--- config.mk ---
export PLATFORM = sky130hd
export DESIGN_NAME = drst_ctrl
export DESIGN_NICKNAME = d
export VERILOG_FILES = /design/src/sv/drst_pkg.sv /design/src/sv/drst_ctrl.sv
export SDC_FILE = /design/constraint.sdc
export NUM_CORES = 1
export LEC_CHECK = 0
export ABC_AREA = 1
export BUFFER_PORTS_ARGS = -buffer_cell sky130_fd_sc_hd__buf_4
export CAP_MARGIN = 20
export CORE_AREA = 2 2 39 41
export CTS_CLUSTER_DIAMETER = 60
export DETAILED_ROUTE_END_ITERATION = 12
export DIE_AREA = 0 0 41 43
export PLACE_DENSITY = 0.52
export SLEW_MARGIN = 5
export SYNTH_ARGS = -nofsm -noshare
export SYNTH_HDL_FRONTEND = slang
export SYNTH_SLANG_ARGS = --single-unit
--- constraint.sdc ---
create_clock -name clk -period 2.8 [get_ports clk]
set_clock_uncertainty 0.1 [all_clocks]
set_input_delay 0.42 -clock clk [delete_from_list [all_inputs] [get_ports clk]]
set_output_delay 0.42 -clock clk [all_outputs]
set_load 0.05 [all_outputs]
--- src/sv/drst_pkg.sv ---
// drst_pkg: shared types and constants of the deduplicating slot table
// used by drst_ctrl, drst_dp and dedup_refcount_slot_table; no dependencies
package drst_pkg;

  localparam int SLOTS  = 256;
  localparam int SLOT_W = 8;
  localparam int MARK_W = 9;

  localparam logic [1:0]  KIND_THIRTY_TWO = 2'd1;
  localparam logic [31:0] COUNT_MAX       = 32'hFFFF_FFFF;

  typedef enum logic [1:0] {
    OP_REG   = 2'd0,
    OP_UNREG = 2'd1,
    OP_READ  = 2'd2,
    OP_NONE  = 2'd3
  } op_t;

  typedef enum logic [2:0] {
    ST_NEW       = 3'd0,
    ST_SHARED    = 3'd1,
    ST_REFUSED   = 3'd2,
    ST_RELEASED  = 3'd3,
    ST_FREED     = 3'd4,
    ST_IGNORED   = 3'd5,
    ST_READ_OK   = 3'd6,
    ST_READ_DEAD = 3'd7
  } status_t;

  typedef struct packed {
    logic [31:0] first_idx;
    logic [31:0] idx_count;
    logic [31:0] vtx_base;
    logic [31:0] vtx_count;
    logic [15:0] segment;
    logic [1:0]  kind;
  } rec_t;

  typedef enum logic [3:0] {
    CMD_NONE,
    CMD_LOAD,
    CMD_SCAN,
    CMD_HIT,
    CMD_ALLOC,
    CMD_UNREG,
    CMD_READ,
    CMD_IGNORE,
    CMD_SHRINK,
    CMD_COMPACT,
    CMD_EMIT
  } cmd_t;

  typedef enum logic [2:0] {
    S_IDLE,
    S_DISPATCH,
    S_SCAN,
    S_HIT,
    S_ALLOC,
    S_SHRINK,
    S_COMPACT,
    S_EMIT
  } state_t;

  typedef struct packed {
    op_t  op;
    logic scan_hit;
    logic scan_miss;
    logic free_top;
    logic shrink_done;
    logic compact_done;
  } dp_stat_t;

endpackage

--- src/sv/drst_ctrl.sv ---
// drst_ctrl: sequencing state machine of the slot table
// depends on drst_pkg; drives commands into drst_dp
module drst_ctrl (
  input  logic               clk,
  input  logic               rst,
  input  logic               in_valid,
  output logic               in_stall,
  output logic               out_valid,
  input  logic               out_stall,
  input  drst_pkg::dp_stat_t stat,
  output drst_pkg::cmd_t     cmd
);

  drst_pkg::state_t state, state_next;
  logic             out_valid_next;

  // state and output valid registers
  always_ff @(posedge clk) begin
    if (rst) begin
      state     <= drst_pkg::S_IDLE;
      out_valid <= 1'b0;
    end else begin
      state     <= state_next;
      out_valid <= out_valid_next;
    end
  end

  assign in_stall = (state != drst_pkg::S_IDLE);

  // next state and commands
  always_comb begin
    state_next     = state;
    cmd            = drst_pkg::CMD_NONE;
    out_valid_next = out_valid && out_stall;
    unique case (state)
      drst_pkg::S_IDLE: begin
        if (in_valid) begin
          cmd        = drst_pkg::CMD_LOAD;
          state_next = drst_pkg::S_DISPATCH;
        end
      end
      drst_pkg::S_DISPATCH: begin
        unique case (stat.op)
          drst_pkg::OP_REG: state_next = drst_pkg::S_SCAN;
          drst_pkg::OP_UNREG: begin
            cmd        = drst_pkg::CMD_UNREG;
            state_next = stat.free_top ? drst_pkg::S_SHRINK : drst_pkg::S_EMIT;
          end
          drst_pkg::OP_READ: begin
            cmd        = drst_pkg::CMD_READ;
            state_next = drst_pkg::S_EMIT;
          end
          default: begin
            cmd        = drst_pkg::CMD_IGNORE;
            state_next = drst_pkg::S_EMIT;
          end
        endcase
      end
      drst_pkg::S_SCAN: begin
        cmd = drst_pkg::CMD_SCAN;
        priority if (stat.scan_hit) state_next = drst_pkg::S_HIT;
        else if (stat.scan_miss)    state_next = drst_pkg::S_ALLOC;
        else                        state_next = drst_pkg::S_SCAN;
      end
      drst_pkg::S_HIT: begin
        cmd        = drst_pkg::CMD_HIT;
        state_next = drst_pkg::S_EMIT;
      end
      drst_pkg::S_ALLOC: begin
        cmd        = drst_pkg::CMD_ALLOC;
        state_next = drst_pkg::S_EMIT;
      end
      drst_pkg::S_SHRINK: begin
        if (stat.shrink_done) state_next = drst_pkg::S_COMPACT;
        else                  cmd = drst_pkg::CMD_SHRINK;
      end
      drst_pkg::S_COMPACT: begin
        cmd = drst_pkg::CMD_COMPACT;
        if (stat.compact_done) state_next = drst_pkg::S_EMIT;
      end
      drst_pkg::S_EMIT: begin
        if (!out_valid || !out_stall) begin
          cmd            = drst_pkg::CMD_EMIT;
          out_valid_next = 1'b1;
          state_next     = drst_pkg::S_IDLE;
        end
      end
      default: state_next = drst_pkg::S_IDLE;
    endcase
  end

endmodule

# After elaboration in Yosys (flattened, before gate mapping)
# Index checks and enable logic that the tools add are counted.
dict set report word_totals {
  reg_bits 4
  input_bits 11
  output_inout_bits 6
  elab_cells 40
}
dict set report classes {
  eq_ne 13
  muxes 16
  reduce_logical 9
}
# cell n
set ops {}
lappend ops {{4-bit case mux with 8 select lines} 1}
lappend ops {{3-bit case mux with 7 select lines} 1}
lappend ops {{3-bit two-way mux} 6}
lappend ops {{3-bit equality test (second input constant)} 4}
lappend ops {{3-bit case mux with 3 select lines} 1}
lappend ops {{4-bit two-way mux} 2}
lappend ops {{2-bit != test (second input constant)} 4}
lappend ops {{3-bit by 2-bit equality test with 1-bit output (second input constant)} 2}
lappend ops {{3-bit case mux with 2 select lines} 1}
lappend ops {{4-bit AND reduction} 1}
lappend ops {{3-bit by 1-bit equality test with 1-bit output (second input constant)} 1}
lappend ops {{3-bit zero test} 1}
lappend ops {{1-bit two-way mux} 3}
lappend ops {{3-bit nonzero test} 1}
lappend ops {{2-bit by 1-bit equality test with 1-bit output (second input constant)} 1}
lappend ops {{2-bit equality test (second input constant)} 1}
lappend ops {{1-bit zero test} 2}
lappend ops {{2-bit zero test} 1}
lappend ops {{2-bit two-way mux} 1}
lappend ops {{2-bit OR reduction} 1}
lappend ops {{1-bit logical AND} 1}
lappend ops {{1-bit logical OR} 1}

# Logic depth before layout (Yosys ltp)
# Gate-level depths: netlist (run 1).
dict set report depth {
  ltp_word 4
  mapped_depth 10
  ltp_nobuf 9
}

# Worst setup path after synthesis (run 1)
# No wires, ideal clock.
dict set report synth_timing {
  path_type {register to output}
  from {reg state[1]}
  to {out cmd[0]}
  arrival_time_ns 1.786
  required_ns 2.280
  slack_ns 0.494
  path_stages_with_launch 4
  n_path_buf 0
  cell_sequence {dfxtp_1 nor2_1 nand2_2 a41oi_1}
}
dict set report synth_between {
  elab_chain_len 2
}
# element line_no
set synth_lines {}
lappend synth_lines {{start, declared} drst_ctrl.sv:14} ;# drst_pkg::state_t state, state_next;
lappend synth_lines {{start signal, assigned} drst_ctrl.sv:20} ;# state <= drst_pkg::S_IDLE;
lappend synth_lines {{start signal, assigned} drst_ctrl.sv:23} ;# state <= state_next;
lappend synth_lines {{3-bit equality test (tied with other cells)} drst_ctrl.sv:35} ;# unique case (state)
lappend synth_lines {{4-bit case mux with 8 select lines (*)} drst_ctrl.sv:35}
lappend synth_lines {{end, declared} drst_ctrl.sv:11} ;# output drst_pkg::cmd_t cmd
# Mark *: on every way between the ends. The rest lies on a longest branch, timed or not.

# Final worst setup path (run 1)
dict set report layout_timing {
  from {reg state[2]}
  to {out cmd[0]}
}
# Same word-level chain as after synthesis.

==> results.yml, run 1 <==
finish:
  post-route-cell-area_sq_um: 552
  instances_no_fill: 108
  drive_gt1_share_pct: 26.1
  syn2layout_area_growth_pct: 37.8
  fillers: 168
  antenna_cells: 0
  nets: 105
drt:
  first_pass_iters: 4
  vias_per_cell: 4.41
  postRouteAntennaNets: 0
  dr_total_vias: 476
  wl_per_cell_um: 9.28
  drtIter0Drc: 10
  wirelength_um: 1000
  drc_errors: 0
setup_path:
  timing.rr.start: "state[2]"
  worstSetupPathType: "reg -> out"
  worstPathArrival_ns: 1.45
  cp_max_fo: 10
  critPathRequiredTime_ns: 2.28
  rr_endpoint: "state[0]"
  endpoint_kind: "output pin"
  rr_worst_depth: 9
  crit_path_start: "state[2]"
  r2r_setup_slack_ns: 1.40
  cp-start-kind: "flip-flop"
clock_network:
  post_cts_resized: 0
  max-clock-path-buffers: 2
  htreeDepth: 1
  root_buffer: "clkbuf_4"
  cts_sinks: 4
  clock_latency_ns: 0.23
  cts_setup_buffers: 0
  cts.clk_slew.worst_paths_ns: 0.04
  holdBufCountCts: 0
  numCtsBuffers: 3
  cts_tree: "yes"
grt:
  grt_usage_pct: 13.6
  grt_antenna_before_repair: 0
  grt_pass1_wl_um: 1620
  grt_pass1_vias: 401
  grt_max_degree: 11
  gr-total-overflow: 0
timing:
  slew-limit-headroom_pct: 77.5
  min_period_ns: 1.97
  slew_viol_final: 0
  setup_viol: 0
  fmax_ghz: 0.506
  final_hold_viol_count: 0
  rsz0062_at_grt: "no"
  setup_tns_ns: 0
  tightest_slew_ns: 0.337
  period_share_pct: 70.5
synthesis:
  ys_warn_count: 0
  synth_top_area_share_pct: 20.0
  synth_common_cells: "nand2_1, inv_1, nand3_1, nor2_1, dfxtp_1"
  synthCells: 74
  synthDistinctLibCells: 16
  yosysSeqAreaShare_pct: 20.0
  synth-edff-count: 0
  syn_avg_cell_area_sq_um: 5.41
  ys_ff_latch: 4
  synthArstFlopShare_pct: 0
  synth_flop_cell: "dfxtp_1"
  yosysMostFrequentCell: "nand2_1"
  syn_nets: 85
  yosys.area.top_type: "dfxtp_1"
  yosys-top-cells-area: "dfxtp_1, nand2_1, nand3_1"
  synth_area_sq_um: 400
floorplan:
  die_x_um: 41
  dieArea_sq_um: 1760
  die_h_um: 43
  start_util_pct: 28.9
  fp-row-count: 14
  core_sq_um: 1380
  io_pins: 17
worst_hold_path:
  hold_end: "out_valid"
  min-delay-start: "rst"
  min_path_cells: 2
  hold_path_class: "in -> reg"
place:
  numPortBuffers: 16
  hpwl_um: 850
  placed_cells: 105
  dpl_cell_area_sq_um: 529
  gp_congestion: 0.824
pwr:
  peakVddDrop_mv: 0.534
  p_leak_nw: 0.331
  p_per_area_nw_per_um2: 1180
outcome:
  outcome: "finished clean"
job:
  maxCapViolations: 0
-- kinds of logic (layout without fill, tap and decap cells) --
logic type             after synthesis  after routing  share of synthesized area [%]
AOI/OAI and AO/OA                    5              5                           8.12
and+or+nand+nor                     49             49                           55.0
DFF                                  4              4                           20.0
buffers and inverters               16             34                           16.9
-- final cells by class --
cell class	instances	area [sq um]	share of cell area, %
Clock buffer	3	22.5	4.08
Inverter	15	56.3	10.2
Multi-Input combinational cell	54	253	45.8
Sequential cell	4	80.1	14.5
Tap cell	16	20.0	3.63
Timing Repair Buffer	16	120	21.8
-- through the flow --
stage | power [mW] | hold slack (ns) | setup WS (ns) | utilization (%)
final | 0.650 | 0.271 | 0.825 | 39.9
after global routing | 0.701 | 0.265 | 0.708 | 39.9
after CTS | 0.656 | 0.264 | 0.825 | 39.9
after detailed placement | 0.582 | 0.428 | 1.08 | 38.2
after global placement | 0.586 | 0.444 | 1.04 | 38.2
after floorplan | 0.471 | 0.389 | 0.494 | -
-- cells in the final DEF, fill, tap and decap left out --
master	instances
a21oi_1	3
a41oi_1	1
buf_4	16
clkbuf_4	3
dfxtp_1	4
inv_1	13
inv_2	2
nand2_1	21
nand2_2	1
nand3_1	12
nand3b_1	1
nand4_1	1
nor2_1	9
nor2_2	1
nor2_4	1
nor3_1	2
o221ai_1	1
-- metal layers --
| layer | routed length [um] | up-vias | global-route usage (%) |
|---|---|---|---|
| met1 | 491 | 193 | 19.3 |
| met4 | 0 | 0 | 6.00 |
| li1 | - | 271 | - |
| met5 | 0 | - | 0 |
| met2 | 471 | 12 | 18.8 |
| met3 | 39 | 0 | 3.14 |
-- worst max-delay path by stage --
stage          slack (ns)  cells after the start  endpoint
2_1_floorplan        0.49                      3    cmd[0]
3_5_place_dp         1.08                      5    cmd[0]
6_report             0.83                      5    cmd[0]
5_1_grt              0.71                      5    cmd[0]
4_1_cts              0.82                      5    cmd[0]
3_3_place_gp         1.04                      4    cmd[0]
-- critical path, cell delays in order (launching register included) --
cell	delay (ns)
dfxtp_1	0.51
inv_2	0.11
nand2_2	0.15
nor2_4	0.05
a41oi_1	0.17
buf_4	0.23
-- registers in the layout, indices dropped and copies added, names as in the netlist --
register   count
out_valid      1
state          3
-- power by group --
group	total, mW	internal [mW]	switching, mW
Combinational	0.465	0.145	0.320
Sequential	0.115	0.0757	0.0389
Clock	0.0698	0.0478	0.0220
Total	0.650	0.268	0.381
(Power assumes the default switching activity.)
==> run 2, diff against run 1 <==
PLACE_DENSITY = 0.54   (was 0.52)
clock period = 1.8 ns   (was 2.8 ns; I/O delays follow)
==> run 2 against run 1 <==
- flip-flop and latch count is the same
- critical path depth shrank 1
- global-route usage is essentially flat
- die area is the same
- count of clock-buffer cells in the layout is the same
- critical endpoint unchanged
- sequential share of layout area grew 0.38 points
- final cell count is the same
- combinational power grew 58%
- cell area grew 2.0%
- via count grew 3.2%
- total power grew 59%
==> results.yml, run 2 (same netlist as run 1, synthesis figures left out) <==
setup_path:
  r2r_setup_slack_ns: 0.50
  endpoint_kind: "output pin"
  worstSetupPathType: "reg -> out"
  timing.rr.start: "state[1]"
  cp-start-kind: "flip-flop"
  rr_worst_depth: 7
  cp_max_fo: 7
  worstPathArrival_ns: 1.37
  path_cells: "nor2_1, nand2_2, a41oi_2, buf_4"
  cpMaxStageDelayCell: "dfxtp_2"
  rr_endpoint: "state[2]"
  worst_path_largest_cell_delay_ns: 0.34
  critPathRequiredTime_ns: 1.43
worst_hold_path:
  min_path_cells: 2
  min-delay-start: "rst"
  hold_path_class: "in -> reg"
  hold_end: "state[2]"
grt:
  grt_max_degree: 11
  grt_antenna_before_repair: 0
  grt_pass1_vias: 447
  gr-total-overflow: 0
  grt_usage_pct: 13.5
  grt_pass1_wl_um: 1680
drt:
  dr_total_vias: 491
  vias_per_cell: 4.55
  postRouteAntennaNets: 0
  drc_errors: 0
  wirelength_um: 965
  wl_per_cell_um: 8.94
  first_pass_iters: 4
  drtIter0Drc: 7
pwr:
  peakVddDrop_mv: 0.811
  p_seq_share_pct: 17.9
  switching_share_pct: 58.2
  pwr-share-clk_pct: 10.8
  p_leak_nw: 0.333
  totalPowerFinal_mw: 1.03
  comb_power_share_pct: 71.4
  p_sw_mw: 0.601
  p_per_area_nw_per_um2: 1830
  p_int_mw: 0.432
floorplan:
  die_x_um: 41
  fp-row-count: 14
  io_pins: 17
  die_h_um: 43
  start_util_pct: 28.9
  dieArea_sq_um: 1760
  core_sq_um: 1380
clock_network:
  cts_tree: "yes"
  cts.clk_slew.worst_paths_ns: 0.04
  cts_setup_buffers: 0
  max-clock-path-buffers: 2
  clock_latency_ns: 0.24
  cts_sinks: 4
  root_buffer: "clkbuf_4"
  numCtsBuffers: 3
  htreeDepth: 1
finish:
  final_common_cell: "nand2_1"
  fillers: 167
  reg_top3: "state (3), out_valid (1)"
  seq_area_sq_um: 83.8
  nets: 105
  largest_register_ffs: 3
  drive_gt1_share_pct: 30.4
  final_cell_mix: "nand2_1, buf_4, inv_1"
  syn2layout_area_growth_pct: 40.6
  regMostFlops: "state"
  antenna_cells: 0
  multiInputGateArea_sq_um: 260
timing:
  slew-limit-headroom_pct: 81.6
  slew_viol_final: 0
  holdWs_ns: 0.108
  setup_viol: 0
  final_hold_viol_count: 0
  rsz0062_at_grt: "yes"
  period_share_pct: 96.5
  fmax_ghz: 0.576
  min_period_ns: 1.74
  tightest_slew_ns: 0.274
outcome:
  outcome: "finished clean"
job:
  maxCapViolations: 0
place:
  gp_congestion: 0.773
  numPortBuffers: 16
  hpwl_um: 808
[run 2: layout make-up]
| cell class | instances | share of cell area (%) |
|---|---|---|
| clock buffers | 3 | 4.00 |
| flip-flops and latches | 4 | 14.9 |
| repair buffers | 16 | 21.3 |
| inverters | 15 | 10.0 |
| well taps | 16 | 3.56 |
| multi-input cells | 54 | 46.2 |
[run 2: what timing repair did]
| action | in CTS | in global routing |
|---|---|---|
| gates resized for setup | 0 | 3 |
| hold buffers | 0 | 0 |
| setup endpoints to repair | 0 | 4 |
| hold endpoints to repair | 0 | 0 |
[run 2: worst max path at each step]
stage / start / to / slack, ns / cells after the start
floorplan: state[1] / cmd[0] / 0.01 / 3
CTS: state[2] / cmd[0] / 0.002 / 5
global route: state[1] / cmd[0] / -0.02 / 4
finish: state[1] / cmd[0] / 0.06 / 4
global placement: state[2] / cmd[0] / 0.26 / 5
detailed placement: state[2] / cmd[0] / 0.27 / 5
[run 2: power groups by stage]
stage	sequential [mW]	combinational (mW)	clock, mW
CTS	0.175	0.741	0.116
floorplan	0.146	0.601	0
finish	0.184	0.737	0.111
detailed placement	0.176	0.738	0
global placement	0.179	0.747	0
global route	0.188	0.805	0.122
[run 2: worst max-delay path, delay by kind of cell (launching register included)]
kind	cells	cell delay, ns
AO/OA/AOI/OAI	1	0.20
buffers and inverters	1	0.22
flip-flops	1	0.34
AND/OR/NAND/NOR	2	0.37
[run 2: routing by layer]
layer | part of all wire [%] | global-route usage [%] | vias to the layer above
met5 | 0 | 0 | -
met4 | 1.1 | 4.00 | 0
li1 | - | - | 268
met2 | 48 | 19.7 | 9
met3 | 4.2 | 4.71 | 2
met1 | 47 | 18.3 | 212
[run 2: metrics by stage]
step	std cells	setup WS (ns)	area, sq um	TNS, ns	util [%]
after CTS	108	0.00226	559	0	40.4
final	108	0.0633	563	0	40.7
after global routing	108	-0.0155	563	-0.0155	40.7
after global placement	105	0.263	537	0	38.8
after floorplan	74	0.0110	408	0	-
after detailed placement	105	0.268	537	0	38.8
==> run 3, diff against run 2 <==
PLACE_DENSITY = 0.52   (was 0.54)
SLEW_MARGIN = not set   (was 5)
clock period = 1.7 ns   (was 1.8 ns; I/O delays follow)
==> run 3 against run 2 <==
- global-route usage grew 1.8 points
- clock power is 6% higher
- via count increased by 3.1%
- non-clock buffer count unchanged
- first-iteration DRC count increased by 71%
- die area is the same
- worst setup slack lost 0.034 ns
- count of clock-buffer cells in the layout stayed put
- critical path depth stayed put
==> results.yml, run 3 (same netlist as run 1, synthesis figures left out) <==
finish:
  post-route-cell-area_sq_um: 616
  final_cell_mix: "nand2_1, buf_4, inv_1"
  fillers: 155
  antenna_cells: 0
  largest_register_ffs: 3
  reg_top3: "state (3), out_valid (1)"
  finish.utilization_pct: 44.5
  regMostFlops: "state"
  syn2layout_area_growth_pct: 53.7
  nets: 105
  drive_gt1_share_pct: 35.9
  instances_no_fill: 108
  final_common_cell: "nand2_1"
worst_hold_path:
  min_path_cells: 2
  hold_path_class: "in -> reg"
  min-delay-start: "rst"
  hold_end: "state[2]"
setup_path:
  timing.rr.start: "state[1]"
  cp_max_fo: 7
  worstPathArrival_ns: 1.32
  rr_worst_depth: 7
  worstSetupPathType: "reg -> out"
  endpoint_kind: "output pin"
  r2r_setup_slack_ns: 0.38
  critPathRequiredTime_ns: 1.34
  cp-start-kind: "flip-flop"
  rr_endpoint: "state[2]"
clock_network:
  cts_tree: "yes"
  holdBufCountCts: 0
  cts.clk_slew.worst_paths_ns: 0.04
  root_buffer: "clkbuf_4"
  cts_sinks: 4
  clock_latency_ns: 0.23
  numCtsBuffers: 3
  max-clock-path-buffers: 2
  htreeDepth: 1
drt:
  drc_errors: 0
  drtIter0Drc: 12
  vias_per_cell: 4.69
  dr_total_vias: 506
  wirelength_um: 1140
  postRouteAntennaNets: 0
  wl_per_cell_um: 10.5
  first_pass_iters: 4
timing:
  period_share_pct: 98.3
  min_period_ns: 1.67
  slew_viol_final: 0
  final_hold_viol_count: 0
  setup_viol: 0
  tightest_slew_ns: 0.254
  fmax_ghz: 0.599
  fin_ws_ns: 0.0297
  slew-limit-headroom_pct: 83.0
  rsz0062_at_grt: "yes"
pwr:
  p_per_area_nw_per_um2: 1990
  p_leak_nw: 0.341
  totalPowerFinal_mw: 1.22
  peakVddDrop_mv: 0.954
grt:
  grt_usage_pct: 15.3
  gr-total-overflow: 0
  grt_pass1_wl_um: 1870
  grt_pass1_vias: 469
  grt_antenna_before_repair: 0
  grt_max_degree: 11
floorplan:
  core_sq_um: 1380
  die_x_um: 41
  start_util_pct: 28.9
  dieArea_sq_um: 1760
  io_pins: 17
  die_h_um: 43
  fp-row-count: 14
outcome:
  outcome: "finished clean"
place:
  dpl_cell_area_sq_um: 554
  placed_cells: 105
  hpwl_um: 913
  numPortBuffers: 16
  gp_congestion: 0.815
  pre_cts_ws_ns: 0.118
job:
  maxCapViolations: 0
==> run 3: cell types whose count changed in the layout (fill, tap and decap cells not counted), moves of 2 or more <==
cell	delta
dfxtp_2	-3
dfxtp_4	+3
buf_4	-2
buf_6	+2
nand3_1	-2
nand3_2	+2
==> run 3: what timing repair did <==
item | in CTS | in global routing
setup endpoints to repair | 4 | 4
setup buffers | 0 | 0
gates resized for setup | 5 | 9
==> run 3: power breakdown <==
group	switching (mW)	internal (mW)	total (mW)
Combinational	0.583	0.300	0.883
Sequential	0.0796	0.142	0.222
Clock	0.0387	0.0790	0.118
Total	0.702	0.521	1.22
==> run 3: layer usage <==
metal  up-vias  share of wire [%]  GRT usage [%]
li1        268                  -              -
met1       222                 47           21.2
met2        16                 47           21.3
met3         0                5.5           6.28
met4         0                  0           4.67
met5         -                  0              0
==> run 3: how the worst max path moves through the flow <==
stage                   from      to  slack (ns)
floorplan           state[1]  cmd[0]        0.03
global placement    state[2]  cmd[0]        0.14
detailed placement  state[2]  cmd[0]        0.12
CTS                 state[2]  cmd[0]       0.002
global route        state[1]  cmd[0]       -0.01
finish              state[1]  cmd[0]        0.03
==> run 3: worst max-delay path, stage by stage (launching register included) <==
cell and delay, ns:
dfxtp_4 0.37, nor2_2 0.20, nand2_4 0.11, a41oi_4 0.21, buf_6 0.18
==> run 3: cell type report <==
type | count | area [sq um] | area share, %
clock buffers | 3 | 22.5 | 3.66
inverters | 15 | 58.8 | 9.55
multi-input cells | 54 | 295 | 48.0
flip-flops and latches | 4 | 91.3 | 14.8
well taps | 16 | 20.0 | 3.25
repair buffers | 16 | 128 | 20.7
==> run 3: through the flow <==
step                      TNS (ns)  hold slack [ns]
after floorplan                  0            0.224
after global placement           0            0.346
after detailed placement         0            0.348
after CTS                        0           0.0898
after global routing       -0.0131           0.0873
final                            0           0.0991
